[config.mk]
export PLATFORM = sky130hd
export DESIGN_NAME = integer_text_formatter
export DESIGN_NICKNAME = d
export VERILOG_FILES = /design/src/rtl/core/itf_pkg.sv /design/src/rtl/core/itf_digits.sv /design/src/rtl/core/itf_emit.sv /design/src/rtl/core/integer_text_formatter.sv
export SDC_FILE = /design/constraint.sdc
export NUM_CORES = 1
export LEC_CHECK = 0
export ABC_CLOCK_PERIOD_IN_PS = 8760
export BUFFER_PORTS_ARGS = -buffer_cell sky130_fd_sc_hd__clkbuf_2
export CAP_MARGIN = 40
export CORE_MARGIN = 1.5
export CORE_UTILIZATION = 63
export DETAILED_ROUTE_END_ITERATION = 16
export MAX_ROUTING_LAYER = met4
export PLACE_DENSITY = 0.84
export SLEW_MARGIN = 20
export SYNTH_ARGS = -nofsm -noshare
export SYNTH_HDL_FRONTEND = slang
export SYNTH_SLANG_ARGS = --single-unit
[constraint.sdc]
create_clock -name clk -period 8.76 [get_ports clk]
set_input_delay 1.752 -clock clk [delete_from_list [all_inputs] [get_ports clk]]
set_output_delay 1.752 -clock clk [all_outputs]
set_load 0.05 [all_outputs]
[src/rtl/core/itf_pkg.sv]
`timescale 1ns / 1ps
package itf_pkg;
	localparam int unsigned MAX_FIELD = 60;
	localparam int unsigned MAX_RESULTS = 64;

	typedef enum logic [2:0] {
		KIND_SDEC = 3'd0,
		KIND_UDEC = 3'd1,
		KIND_HEXL = 3'd2,
		KIND_HEXU = 3'd3,
		KIND_OCT  = 3'd4
	} kind_t;

	typedef enum logic [1:0] {
		SIZE_INT   = 2'd0,
		SIZE_SHORT = 2'd1,
		SIZE_LONG  = 2'd2
	} size_t_t;

	// Digit unit radix select
	typedef enum logic [1:0] {
		BASE_DEC = 2'd0,
		BASE_HEX = 2'd1,
		BASE_OCT = 2'd2
	} base_t;

	// Digit generator to emitter hand-off
	typedef struct packed {
		logic       start;
		logic [5:0] pad;
		logic [5:0] prec_zeros;
		logic [4:0] ndig;
		logic [1:0] plen;
		logic [7:0] pre0;
		logic [7:0] pre1;
		logic       pad_zero;
		logic       left;
	} emit_ctl_t;

	function automatic logic [7:0] digit_char(input logic [3:0] d, input logic upper);
		logic [7:0] c;
		begin
			if (d < 4'd10) c = 8'h30 + {4'd0, d};
			else if (upper) c = 8'h37 + {4'd0, d};
			else c = 8'h57 + {4'd0, d};
			return c;
		end
	endfunction
endpackage

[src/rtl/core/itf_digits.sv]
`timescale 1ns / 1ps
// Shared digit unit: decimal runs a shift-and-add-3 binary to BCD conversion
// over all 64 input bits, then peels one BCD digit a cycle; hex and octal peel one digit a
// cycle by shifting. Digits stored least significant first.
module itf_digits import itf_pkg::*; (
	input  logic        clk,
	input  logic        arst_n,
	input  logic        start,
	input  logic [63:0] mag,
	input  logic [1:0]  base_sel,   // BASE_DEC, BASE_HEX, BASE_OCT
	input  logic        upper,
	output logic        done,
	output logic [4:0]  ndig,
	input  logic [4:0]  rd_idx,
	output logic [7:0]  rd_char
);
	logic [63:0] val_q;
	logic [79:0] bcd_q;
	logic [79:0] bcd_adj;
	logic [5:0]  bit_q;
	logic        busy_q;
	logic        conv_q;
	logic [4:0]  cnt_q;
	logic [1:0]  base_q;
	logic        upper_q;
	logic [7:0]  dig_q [32];
	logic [3:0]  dval;

	assign ndig = cnt_q;
	assign rd_char = dig_q[rd_idx];
	assign done = !busy_q;

	always_comb begin
		if (base_q == BASE_HEX) dval = val_q[3:0];
		else dval = {1'b0, val_q[2:0]};
	end

	// add 3 to every BCD digit of 5 or more before the shift
	always_comb begin
		for (int i = 0; i < 20; i++) begin
			if (bcd_q[4*i +: 4] >= 4'd5) bcd_adj[4*i +: 4] = bcd_q[4*i +: 4] + 4'd3;
			else bcd_adj[4*i +: 4] = bcd_q[4*i +: 4];
		end
	end

	always_ff @(posedge clk or negedge arst_n) begin
		if (!arst_n) begin
			busy_q <= 1'b0;
			conv_q <= 1'b0;
			cnt_q <= '0;
			bit_q <= '0;
		end else if (start) begin
			busy_q <= (mag != 64'd0);
			conv_q <= (base_sel == BASE_DEC) && (mag != 64'd0);
			cnt_q <= '0;
			bit_q <= '0;
		end else if (busy_q) begin
			if (conv_q) begin
				bit_q <= bit_q + 6'd1;
				if (bit_q == 6'd63) conv_q <= 1'b0;
			end else begin
				cnt_q <= cnt_q + 5'd1;
				if (base_q == BASE_DEC) busy_q <= ((bcd_q >> 4) != 80'd0);
				else if (base_q == BASE_HEX) busy_q <= ((val_q >> 4) != 64'd0);
				else busy_q <= ((val_q >> 3) != 64'd0);
			end
		end
	end

	always_ff @(posedge clk) begin
		if (start) begin
			val_q <= mag;
			bcd_q <= '0;
			base_q <= base_sel;
			upper_q <= upper;
		end else if (busy_q) begin
			if (conv_q) begin
				bcd_q <= {bcd_adj[78:0], val_q[63]};
				val_q <= {val_q[62:0], 1'b0};
			end else if (base_q == BASE_DEC) begin
				dig_q[cnt_q] <= digit_char(bcd_q[3:0], 1'b0);
				bcd_q <= bcd_q >> 4;
			end else begin
				dig_q[cnt_q] <= digit_char(dval, upper_q);
				if (base_q == BASE_HEX) val_q <= val_q >> 4;
				else val_q <= val_q >> 3;
			end
		end
	end
endmodule

[src/rtl/core/itf_emit.sv]
`timescale 1ns / 1ps
// Character sequencer: pad, prefix, zero pad, precision zeros, digits, right pad.
module itf_emit import itf_pkg::*; (
	input  logic       clk,
	input  logic       arst_n,
	input  emit_ctl_t  ctl,
	input  logic [7:0] dig_char,
	output logic [4:0] dig_idx,
	output logic       busy,
	output logic       m_tvalid,
	input  logic       m_tready,
	output logic [7:0] m_char,
	output logic       m_cvalid,
	output logic       m_last
);
	typedef enum logic [6:0] {
		E_IDLE = 7'b0000001,
		E_LPAD = 7'b0000010,
		E_PRE  = 7'b0000100,
		E_ZPAD = 7'b0001000,
		E_PREC = 7'b0010000,
		E_DIG  = 7'b0100000,
		E_RPAD = 7'b1000000
	} est_t;

	est_t       st_q;
	emit_ctl_t  c_q;
	logic [5:0] cnt_q;
	logic [1:0] pi_q;
	logic       any_q;
	logic       take;
	logic [7:0] ch;
	logic       fin;
	logic       l_rem, p_rem, z_rem, q_rem, d_rem, r_rem;

	assign busy = (st_q != E_IDLE) || m_tvalid;
	assign take = !m_tvalid || m_tready;
	assign dig_idx = 5'(cnt_q - 6'd1);

	// remaining-work indicators after the current state
	always_comb begin
		l_rem = !c_q.left && !c_q.pad_zero && c_q.pad != 0;
		p_rem = c_q.plen != 0;
		z_rem = c_q.pad_zero && c_q.pad != 0;
		q_rem = c_q.prec_zeros != 0;
		d_rem = c_q.ndig != 0;
		r_rem = c_q.left && c_q.pad != 0;
	end

	function automatic est_t next_from(input est_t s, input logic l, input logic p,
		input logic z, input logic q, input logic d, input logic r);
		est_t n;
		begin
			n = E_IDLE;
			if (r && s != E_RPAD) n = E_RPAD;
			if (d && s != E_DIG && s != E_RPAD) n = E_DIG;
			if (q && (s == E_IDLE || s == E_LPAD || s == E_PRE || s == E_ZPAD)) n = E_PREC;
			if (z && (s == E_IDLE || s == E_LPAD || s == E_PRE)) n = E_ZPAD;
			if (p && (s == E_IDLE || s == E_LPAD)) n = E_PRE;
			if (l && s == E_IDLE) n = E_LPAD;
			return n;
		end
	endfunction

	function automatic logic [5:0] len_of(input est_t s, input emit_ctl_t c);
		logic [5:0] n;
		begin
			case (s)
				E_LPAD, E_ZPAD, E_RPAD: n = c.pad;
				E_PRE:  n = {4'd0, c.plen};
				E_PREC: n = c.prec_zeros;
				E_DIG:  n = {1'b0, c.ndig};
				default: n = 6'd0;
			endcase
			return n;
		end
	endfunction

	always_comb begin
		case (st_q)
			E_LPAD, E_RPAD: ch = 8'h20;
			E_PRE:  ch = (pi_q == 2'd0) ? c_q.pre0 : c_q.pre1;
			E_ZPAD, E_PREC: ch = 8'h30;
			E_DIG:  ch = dig_char;
			default: ch = 8'h00;
		endcase
	end

	est_t nxt;
	always_comb begin
		nxt = next_from(st_q, l_rem, p_rem, z_rem, q_rem, d_rem, r_rem);
		fin = (cnt_q == 6'd1) && (nxt == E_IDLE);
	end

	always_ff @(posedge clk or negedge arst_n) begin
		if (!arst_n) begin
			st_q <= E_IDLE;
			m_tvalid <= 1'b0;
			m_char <= 8'h00;
			m_cvalid <= 1'b0;
			m_last <= 1'b0;
			cnt_q <= '0;
			pi_q <= '0;
			any_q <= 1'b0;
		end else begin
			if (st_q == E_IDLE) begin
				if (ctl.start) begin
					st_q <= next_from(E_IDLE, !ctl.left && !ctl.pad_zero && ctl.pad != 0,
						ctl.plen != 0, ctl.pad_zero && ctl.pad != 0, ctl.prec_zeros != 0,
						ctl.ndig != 0, ctl.left && ctl.pad != 0);
					cnt_q <= len_of(next_from(E_IDLE, !ctl.left && !ctl.pad_zero &&
						ctl.pad != 0, ctl.plen != 0, ctl.pad_zero && ctl.pad != 0,
						ctl.prec_zeros != 0, ctl.ndig != 0, ctl.left && ctl.pad != 0), ctl);
					pi_q <= '0;
					any_q <= 1'b0;
					if (next_from(E_IDLE, !ctl.left && !ctl.pad_zero && ctl.pad != 0,
						ctl.plen != 0, ctl.pad_zero && ctl.pad != 0, ctl.prec_zeros != 0,
						ctl.ndig != 0, ctl.left && ctl.pad != 0) == E_IDLE) begin
						// empty text: one marker result
						m_tvalid <= 1'b1;
						m_char <= 8'h00;
						m_cvalid <= 1'b0;
						m_last <= 1'b1;
					end
				end else if (m_tvalid && m_tready) begin
					m_tvalid <= 1'b0;
				end
			end else if (take) begin
				m_tvalid <= 1'b1;
				m_char <= ch;
				m_cvalid <= 1'b1;
				m_last <= fin;
				any_q <= 1'b1;
				if (st_q == E_PRE) pi_q <= pi_q + 2'd1;
				if (cnt_q == 6'd1) begin
					st_q <= nxt;
					cnt_q <= len_of(nxt, c_q);
				end else begin
					cnt_q <= cnt_q - 6'd1;
				end
			end
		end
	end

	always_ff @(posedge clk) begin
		if (st_q == E_IDLE && ctl.start) c_q <= ctl;
	end

`ifndef ASSERT_OFF
	a_last_ends: assert property (@(posedge clk) disable iff (!arst_n)
		(m_tvalid && m_tready && m_last) |=> (st_q == E_IDLE))
		else $error("last sent while work remains");
	a_marker_alone: assert property (@(posedge clk) disable iff (!arst_n)
		(m_tvalid && !m_cvalid) |-> m_last)
		else $error("empty marker without last");
	a_prefix_idx: assert property (@(posedge clk) disable iff (!arst_n)
		(st_q == E_PRE) |-> (pi_q < c_q.plen))
		else $error("prefix index overrun");
	a_any: assert property (@(posedge clk) disable iff (!arst_n)
		(m_tvalid && !m_cvalid) |-> !any_q)
		else $error("marker after characters");
`endif
endmodule

[src/rtl/core/integer_text_formatter.sv]
`timescale 1ns / 1ps
// integer_text_formatter: one printf-style integer conversion per request.
// Input channel s_axis_*: a request carries number, size mode, flags, field
// width and an optional precision in tdata, and the conversion kind in tuser.
// It is accepted when s_axis_tvalid and s_axis_tready are both high; tready is
// low while a request is in work, so requests are handled one at a time.
// Output channel m_axis_*: one ASCII character per transfer, tlast on the final
// one. A text that comes out empty yields one marker transfer with tuser=0.
// Flow: decimal first runs a shift-and-add-3 binary to BCD conversion, then
// takes one digit per cycle (up to 20); hex and octal skip the conversion and
// take one digit per cycle (up to 16 or 22). Characters then leave at one per
// cycle while m_axis_tready is high, up to 62 of them. A request holds the
// block through its digit phase, the S_SEND and S_WAIT hand-off states and the
// sending of all of its characters.
// Output stalls (m_axis_tready low) hold the current character and freeze the
// sequencer; nothing is dropped. Reset clears all control state and any
// request in work is lost.
module integer_text_formatter import itf_pkg::*; (
	input  logic        clk,
	input  logic        arst_n,
	input  logic        s_axis_tvalid,
	output logic        s_axis_tready,
	// bits from low: number[63:0], size_mode[65:64], flag_left[66], flag_plus[67],
	// flag_space[68], flag_alt[69], flag_zero[70], field_width[76:71],
	// has_min_digits[77], min_digits[83:78], zero fill to 88
	input  logic [87:0] s_axis_tdata,
	// kind[2:0]
	input  logic [2:0]  s_axis_tuser,
	output logic        m_axis_tvalid,
	input  logic        m_axis_tready,
	output logic [7:0]  m_axis_tdata,   // out_char[7:0]
	output logic        m_axis_tuser,   // char_valid
	output logic        m_axis_tlast
);
	typedef enum logic [3:0] {
		S_IDLE = 4'b0001,
		S_DIG  = 4'b0010,
		S_SEND = 4'b0100,
		S_WAIT = 4'b1000
	} st_t;

	st_t         st_q;
	logic [2:0]  kind_q;
	logic        left_q, plus_q, space_q, alt_q, zero_q, hasp_q;
	logic [5:0]  fw_q, md_q;
	logic        neg_q;
	logic [63:0] mag_q;
	logic        go_q;
	logic        dig_done;
	logic [4:0]  ndig;
	logic [4:0]  rd_idx;
	logic [7:0]  rd_char;
	logic        emit_busy;
	emit_ctl_t   ctl;

	logic [2:0]  in_kind;
	logic [63:0] in_num, raw, m;
	logic [1:0]  in_size;
	logic [5:0]  in_fw, in_md;
	logic        sbit;

	assign s_axis_tready = (st_q == S_IDLE);

	always_comb begin
		in_kind = s_axis_tuser;
		if (in_kind > KIND_OCT) in_kind = KIND_UDEC;
		in_num = s_axis_tdata[63:0];
		in_size = s_axis_tdata[65:64];
		in_fw = s_axis_tdata[76:71];
		in_md = s_axis_tdata[83:78];
		if (in_fw > 6'(MAX_FIELD)) in_fw = 6'(MAX_FIELD);
		if (in_md > 6'(MAX_FIELD)) in_md = 6'(MAX_FIELD);
		case (in_size)
			SIZE_SHORT: begin raw = {48'd0, in_num[15:0]}; sbit = in_num[15]; end
			SIZE_INT:   begin raw = {32'd0, in_num[31:0]}; sbit = in_num[31]; end
			default:    begin raw = in_num; sbit = in_num[63]; end
		endcase
		sbit = sbit && (in_kind == KIND_SDEC);
		m = raw;
		if (sbit) begin
			case (in_size)
				SIZE_SHORT: m = {48'd0, 16'(~raw[15:0] + 16'd1)};
				SIZE_INT:   m = {32'd0, 32'(~raw[31:0] + 32'd1)};
				default:    m = ~raw + 64'd1;
			endcase
		end
	end

	itf_digits u_dig (
		.clk(clk), .arst_n(arst_n), .start(go_q), .mag(mag_q),
		.base_sel((kind_q == KIND_OCT) ? BASE_OCT :
			((kind_q == KIND_HEXL || kind_q == KIND_HEXU) ? BASE_HEX : BASE_DEC)),
		.upper(kind_q == KIND_HEXU), .done(dig_done), .ndig(ndig),
		.rd_idx(rd_idx), .rd_char(rd_char)
	);

	// Build prefix and length figures once the digits are known.
	logic [1:0]  plen;
	logic [7:0]  p0, p1;
	logic [4:0]  nd;
	logic        zero_text;
	logic [5:0]  pz;
	logic [7:0]  body;
	always_comb begin
		plen = '0;
		p0 = 8'h00;
		p1 = 8'h00;
		if (kind_q == KIND_SDEC) begin
			if (neg_q) begin plen = 2'd1; p0 = 8'h2D; end
			else if (plus_q) begin plen = 2'd1; p0 = 8'h2B; end
			else if (space_q) begin plen = 2'd1; p0 = 8'h20; end
		end
		if ((kind_q == KIND_HEXL || kind_q == KIND_HEXU) && alt_q && mag_q != 64'd0) begin
			if (plen == 2'd0) begin
				p0 = 8'h30;
				p1 = (kind_q == KIND_HEXU) ? 8'h58 : 8'h78;
			end
			plen = plen + 2'd2;
		end
		// zero value gives one '0' unless precision zero
		zero_text = (mag_q == 64'd0) && !(hasp_q && md_q == 6'd0);
		nd = zero_text ? 5'd1 : ndig;
		pz = (hasp_q && md_q > {1'b0, nd}) ? md_q - {1'b0, nd} : 6'd0;
		if (kind_q == KIND_OCT && alt_q && pz == 6'd0 && !zero_text) pz = 6'd1;
		body = {6'd0, plen} + {2'd0, pz} + {3'd0, nd};
		ctl.start = (st_q == S_SEND);
		ctl.pad = ({2'd0, fw_q} > body) ? 6'({2'd0, fw_q} - body) : 6'd0;
		ctl.prec_zeros = pz;
		ctl.ndig = nd;
		ctl.plen = plen;
		ctl.pre0 = p0;
		ctl.pre1 = p1;
		ctl.pad_zero = !left_q && zero_q && !hasp_q;
		ctl.left = left_q;
	end

	// zero value reads a '0' at digit slot 0
	logic [4:0] e_idx;
	logic [7:0] e_char;
	assign rd_idx = e_idx;
	assign e_char = (mag_q == 64'd0) ? 8'h30 : rd_char;

	itf_emit u_emit (
		.clk(clk), .arst_n(arst_n), .ctl(ctl), .dig_char(e_char), .dig_idx(e_idx),
		.busy(emit_busy), .m_tvalid(m_axis_tvalid), .m_tready(m_axis_tready),
		.m_char(m_axis_tdata), .m_cvalid(m_axis_tuser), .m_last(m_axis_tlast)
	);

	always_ff @(posedge clk or negedge arst_n) begin
		if (!arst_n) begin
			st_q <= S_IDLE;
			go_q <= 1'b0;
		end else begin
			go_q <= 1'b0;
			case (st_q)
				S_IDLE: if (s_axis_tvalid) begin
					st_q <= S_DIG;
					go_q <= 1'b1;
				end
				S_DIG: if (!go_q && dig_done) st_q <= S_SEND;
				S_SEND: st_q <= S_WAIT;
				S_WAIT: if (!emit_busy) st_q <= S_IDLE;
				default: st_q <= S_IDLE;
			endcase
		end
	end

	always_ff @(posedge clk) begin
		if (st_q == S_IDLE && s_axis_tvalid) begin
			kind_q <= in_kind;
			mag_q <= m;
			neg_q <= sbit;
			left_q <= s_axis_tdata[66];
			plus_q <= s_axis_tdata[67];
			space_q <= s_axis_tdata[68];
			alt_q <= s_axis_tdata[69];
			zero_q <= s_axis_tdata[70];
			fw_q <= in_fw;
			hasp_q <= s_axis_tdata[77];
			md_q <= in_md;
		end
	end

`ifndef ASSERT_OFF
	a_no_out_idle: assert property (@(posedge clk) disable iff (!arst_n)
		(st_q == S_IDLE) |-> !m_axis_tvalid)
		else $error("output while idle");
	a_go_once: assert property (@(posedge clk) disable iff (!arst_n)
		go_q |-> (st_q == S_DIG))
		else $error("digit start outside digit phase");
	a_send_busy: assert property (@(posedge clk) disable iff (!arst_n)
		(st_q == S_SEND) |=> emit_busy)
		else $error("emitter did not start");
`endif
endmodule
==> flow_metrics.py, run 1 <==
metrics = {
    "run_status": {
        "status": "complete, no violations",
    },
    "clock_tree": {
        "cts.sinks": 528,
        "root_buffer": "clkbuf_16",
        "cts.repair.resized": 0,
        "clk_pin_slew_ns": 0.06,
        "h-tree-depth": 2,
        "tritoncts": "done",
        "clk_latency_ns": 0.62,
        "clockBufferDepth": 3,
        "cts_made_buffers": 52,
        "cts_setup_buffers": 0,
        "ctsHoldBuffers": 0,
    },
    "pwr": {
        "p_leak_nw": 9.97,
        "powerDensity_mw_per_mm2": 178,
        "irDropWorstVdd_mv": 0.152,
    },
    "cells_and_area": {
        "final_common_cell": "edfxtp_1",
        "drive_above_1_share_pct": 12.3,
        "final_nets": 2854,
        "area_growth_pct": 10.1,
        "n_fill_cell": 3167,
        "most-common-layout-cells": "edfxtp_1 (405), nand2_1 (321), nor2_1 (226)",
        "fin_area_mm2": 0.0310,
    },
    "grt": {
        "grt_pass1_vias": 20181,
        "grt_max_degree": 74,
        "grt_antenna_before_repair": 1,
        "grt_pass1_wl_um": 110000,
        "grt_usage_pct": 30.8,
        "gr-total-overflow": 0,
    },
    "setup_path": {
        "critPathTopFamily": "simple AND/OR/NAND/NOR gates",
        "path_depth": 30,
        "cpPeakStageDelay_ns": 0.75,
        "cp-start-kind": "flip-flop",
        "startpoint": "mag_q[20]",
        "endpoint_kind": "flip-flop",
        "worst_path_max_delay_cell": "or4_1",
        "arrival_ns": 8.45,
        "reg2regPathDepth": 30,
        "worst-path-buf-inv": 4,
        "criticalPathCategory": "flip-flop to flip-flop",
        "rr_endpoint": "u_emit.m_char[2]",
        "r2r_setup_slack_ns": 0.80,
        "cp-endpoint": "u_emit.m_char[2]",
        "cp.required_ns": 9.25,
        "crit_fanout": 8,
        "reg2reg_from": "mag_q[20]",
    },
    "route": {
        "drtIter0Drc": 2720,
        "dr.pass1.iters": 6,
        "viasPerCell": 6.41,
        "ant_nets": 0,
        "routed_wl_um": 69400,
        "vias": 21169,
        "drc": 0,
        "drt-wirelength-per-cell_um": 21.0,
    },
    "place": {
        "io_buffers": 101,
        "post_dp_cell_area_mm2": 0.0293,
        "gp_congestion": 0.944,
        "dp_hpwl_um": 47300,
    },
    "floorplanning": {
        "pin_count": 107,
        "die_width_um": 214,
        "core_mm2": 0.0441,
        "design.die.area_mm2": 0.0459,
        "die_h_um": 214,
        "rows": 77,
        "start_util_pct": 63.7,
    },
    "synthesis": {
        "synthesis.area_mm2": 0.0281,
        "synth.largest_area_cell": "edfxtp_1",
        "synth_nets": 2812,
        "syn_area_per_cell_um2": 10.7,
        "yosys_most_used_dff": "edfxtp_1",
        "synth_area_leaders": "edfxtp_1 (43%), dfxtp_1 (5.7%), mux4_2 (5.6%), nand2_1 (4.3%), ha_1 (4.0%)",
        "synth.distinct_cells": 86,
        "yosys_register_bits": 528,
        "async_reset_ff_share_pct": 8.14,
        "synth_seq_area_share_pct": 52.8,
        "synth-edff-count": 405,
        "yosys_warnings": 0,
        "synth_cells": 2623,
        "synth_top_area_share_pct": 43.2,
    },
    "timing": {
        "period_needed_ns": 7.96,
        "hold_viol_final": 0,
        "fmax_mhz": 126,
        "tightest_slew_ns": 0.847,
        "fin_crit_sh_pct": 90.9,
        "slew_headroom_pct": 43.5,
        "clock_skew_ns": 0.0195,
        "slew_violations": 0,
        "grt_setup_unrepaired": "false",
        "setup_tns_ns": 0,
        "final-setup-viol-count": 0,
    },
    "worst_hold_path": {
        "min_from": "u_emit.pi_q[0]",
        "min_path_type": "flip-flop to flip-flop",
    },
    "flow_run": {
        "drv_cap": 0,
    },
}
where the power goes:
| group | internal, W | total (W) | switching [W] |
|---|---|---|---|
| Combinational | 0.000255 | 0.000567 | 0.000312 |
| Sequential | 0.00269 | 0.00273 | 0.0000457 |
| Clock | 0.00122 | 0.00221 | 0.000997 |
metal layers:
layer	GRT usage [%]	vias to the layer above	wire (um)
li1	-	9754	-
met1	39.9	10296	27500
met5	-	-	0
met3	3.42	140	4920
met4	9.67	0	2120
met2	51.2	979	34800
worst register-to-register path: cells and delay by family, from the launching register on:
kind | cells | cell delay [ns]
fa+ha+maj | 5 | 1.57
flops | 1 | 0.40
compound gates | 12 | 2.69
xor+xnor | 1 | 0.15
simple gates | 8 | 2.70
buf+inv | 4 | 0.35
state kept, by name (all words and copies together), names as in the netlist, 4 cells and up:
signal / cells
mag_q: 64
u_emit.st_q: 7
u_dig.bcd_q: 80
st_q: 4
u_emit.c_q: 28
u_emit.cnt_q: 6
u_dig.val_q: 64
fw_q: 6
md_q: 6
u_dig.bit_q: 6
u_dig.ndig: 5
u_emit.m_char: 7
u_dig.dig_q: 224
how the worst min path moves through the flow:
stage / end / cells after the start
after floorplan: u_emit.c_q[0] / 0
after global placement: u_emit.pi_q[0] / 2
after detailed placement: u_emit.pi_q[0] / 2
after CTS: u_emit.pi_q[0] / 2
after global routing: u_emit.pi_q[0] / 2
final: u_emit.pi_q[0] / 2
cell families (layout without fill, tap and decap cells):
family,Yosys count,after routing,synth area share (%)
AOI/OAI and AO/OA,628,628,13.7
xor gates and xnor gates,104,104,3.24
adders and majority gates,94,94,4.31
buffers and inverters,256,340,3.55
DFF,528,528,52.8
muxes,121,121,7.43
other,1,2,0.0133
and+or+nand+nor,891,891,15.0
synthesized netlist by cell type, types with 14 or more instances:
master and number:
edfxtp_1 405, nand3_1 56, dfrtp_1 41, dfxtp_1 80
xnor2_1 60, a31oi_1 18, inv_1 102, and2_1 14
ha_1 89, a311o_1 18, mux4_2 70, nor4_1 49
clkbuf_1 124, nor3_1 37, o21a_1 24, o21ai_0 177
nor2_1 227, mux2i_1 48, a21oi_1 218, nand2_1 321
o31ai_1 16, a211oi_1 46, nand2b_1 56, nor2b_1 15
nand4_1 24, buf_1 16, xor2_1 44, nor3b_1 25
metrics by stage:
step	power [W]	std cells	setup slack, ns	hold WS (ns)	util, %
floorplan	0.00318	2623	2.09	0.424	-
global placement	0.00330	3187	1.08	0.449	65.7
detailed placement	0.00332	3202	0.984	0.479	66.3
CTS	0.00550	3298	0.870	0.493	70.1
global route	0.00567	3300	0.458	0.523	70.2
finish	0.00551	3300	0.801	0.499	70.2
cell type report:
class	count	area, um^2	area share, %
multi-input cells	1839	12300	39.9
clock inverters	36	319	1.03
clock buffers	60	1360	4.40
diodes	1	2.50	0.00808
repair buffers	139	952	3.08
flip-flops and latches	528	14900	48.0
well taps	592	741	2.39
inverters	105	394	1.27
(Power assumes the default switching activity.)
==> inputs of run 2 (changes only) <==
--- a/config.mk
+++ b/config.mk
@@ -13,6 +13,7 @@
 export DETAILED_ROUTE_END_ITERATION = 16
 export MAX_ROUTING_LAYER = met4
 export PLACE_DENSITY = 0.84
+export RECOVER_POWER = 25
 export SLEW_MARGIN = 20
 export SYNTH_ARGS = -nofsm -noshare
 export SYNTH_HDL_FRONTEND = slang
==> run 2 against run 1 <==
  * The run now ends with max-capacitance violations, max-slew violations left
  * Power shrank 0.10%
  * First-iteration DRC count shrank 2.2%
  * Final area shrank 0.45%
  * Sequential power is essentially flat
  * Largest power group unchanged
  * Count of clock-buffer cells in the layout is the same
  * Hold slack is essentially flat
  * Routed wire length shrank 0.28%
==> flow_metrics.py, run 2 (same netlist as run 1, synthesis figures left out) <==
metrics = {
    "grt": {
        "gr-total-overflow": 0,
        "grt_max_degree": 74,
        "grt_usage_pct": 30.8,
        "grt_antenna_before_repair": 2,
        "grt_pass1_wl_um": 110000,
        "grt_pass1_vias": 20181,
    },
    "pwr": {
        "irDropWorstVdd_mv": 0.152,
        "powerDensity_mw_per_mm2": 179,
        "p_leak_nw": 9.85,
        "power_w": 0.00551,
    },
    "setup_path": {
        "rr_endpoint": "u_emit.m_char[2]",
        "cp-start-kind": "flip-flop",
        "crit_fanout": 9,
        "reg2regPathDepth": 32,
        "crit_top_cell": "inv_1",
        "endpoint_kind": "flip-flop",
        "cp.required_ns": 9.25,
        "r2r_setup_slack_ns": 0.86,
        "cpPeakStageDelay_ns": 0.60,
        "reg2reg_from": "mag_q[20]",
        "criticalPathCategory": "flip-flop to flip-flop",
        "arrival_ns": 8.39,
        "worst_path_max_delay_cell": "nor4_1",
    },
    "cells_and_area": {
        "multi_input_area_mm2": 0.0123,
        "final_common_cell": "edfxtp_1",
        "most-common-layout-cells": "edfxtp_1 (405), nand2_1 (321), nor2_1 (227)",
        "n_fill_cell": 3206,
        "largest_reg_flops": 224,
        "regMostFlops": "u_dig.dig_q",
        "regArea_mm2": 0.0148,
        "fin_cells": 3300,
        "final_nets": 2854,
        "top_regs": "u_dig.dig_q: 224 flops, u_dig.bcd_q: 80 flops",
        "drive_above_1_share_pct": 11.2,
        "area_growth_pct": 9.58,
    },
    "route": {
        "drc": 0,
        "ant_nets": 0,
        "dr.pass1.iters": 6,
        "vias": 21150,
        "drtIter0Drc": 2661,
        "viasPerCell": 6.41,
        "routed_wl_um": 69200,
        "drt-wirelength-per-cell_um": 21.0,
    },
    "run_status": {
        "status": "complete, but fails checks",
        "violations": "max-capacitance violations, max-slew violations",
    },
    "timing": {
        "clock_skew_ns": 0.0194,
        "slew_headroom_pct": -112,
        "grt_setup_unrepaired": "false",
        "fin_ws_ns": 0.860,
        "setup_tns_ns": 0,
        "slew_violations": 741,
        "tightest_slew_ns": 3.19,
        "fmax_mhz": 127,
        "period_needed_ns": 7.90,
        "hold_viol_final": 0,
        "final-setup-viol-count": 0,
        "fin_crit_sh_pct": 90.2,
        "whs_ns": 0.499,
    },
    "clock_tree": {
        "tritoncts": "done",
        "h-tree-depth": 2,
        "clk_latency_ns": 0.61,
        "cts.sinks": 528,
        "ctsHoldBuffers": 0,
        "clk_pin_slew_ns": 0.06,
        "cts.repair.resized": 0,
        "cts_made_buffers": 52,
        "cts_setup_buffers": 0,
        "clockBufferDepth": 3,
        "root_buffer": "clkbuf_16",
    },
    "place": {
        "pre_cts_slack_ns": 0.984,
        "place_inst": 3202,
        "gp_congestion": 0.944,
        "io_buffers": 101,
        "dp_hpwl_um": 47300,
    },
    "worst_hold_path": {
        "min_path_type": "flip-flop to flip-flop",
        "hold_end": "u_emit.pi_q[0]",
        "hold_depth": 2,
        "min_from": "u_emit.pi_q[0]",
    },
    "floorplanning": {
        "pin_count": 107,
        "rows": 77,
        "start_util_pct": 63.7,
        "die_width_um": 214,
        "core_mm2": 0.0441,
        "design.die.area_mm2": 0.0459,
        "die_h_um": 214,
    },
    "flow_run": {
        "drv_cap": 14,
    },
}
==> run 2: through the flow <==
stage               area, um^2  util (%)
floorplan                28100         -
global placement         29000      65.7
detailed placement       29300      66.3
CTS                      30900      70.1
global route             30800      69.9
finish                   30800      69.9
==> run 2: area by class of cell <==
| type | count | area share [%] |
|---|---|---|
| Tap cell | 592 | 2.40 |
| Timing Repair Buffer | 139 | 2.72 |
| Multi-Input combinational cell | 1839 | 40.0 |
| Sequential cell | 528 | 48.2 |
| Antenna cell | 1 | 0.00812 |
| Clock inverter | 36 | 1.04 |
| Inverter | 105 | 1.28 |
| Clock buffer | 60 | 4.42 |
==> run 2: power by group <==
group	internal (W)	switching [W]	total, W
combinational	0.000254	0.000312	0.000566
sequential	0.00269	0.0000457	0.00273
clock	0.00122	0.000992	0.00221
total	0.00416	0.00135	0.00551
==> run 2: worst max-delay path by stage <==
stage               startpoint                to  slack [ns]  cells past startpoint
CTS                  mag_q[20]  u_emit.m_char[2]        0.87                     30
detailed placement   mag_q[20]  u_emit.m_char[2]        0.98                     30
floorplan             mag_q[6]  u_emit.m_char[0]        2.09                     30
global route         mag_q[20]  u_emit.m_char[2]        0.47                     32
finish               mag_q[20]  u_emit.m_char[2]        0.86                     32
global placement     mag_q[21]  u_emit.m_char[1]        1.08                     30
==> run 2: worst max-delay path, delay by kind of cell (launching register included) <==
kind	cells	cell delay, ns
flops	1	0.40
simple gates	10	2.61
buf+inv	5	0.48
compound gates	9	2.09
fa+ha+maj	6	1.92
xor+xnor	2	0.26
==> run 2: layer usage <==
layer / up-vias / track usage [%] / routed length (um)
met3: 139 / 3.42 / 4860
li1: 9759 / - / -
met1: 10326 / 39.9 / 27500
met4: 0 / 9.67 / 2120
met5: - / - / 0
met2: 926 / 51.2 / 34700
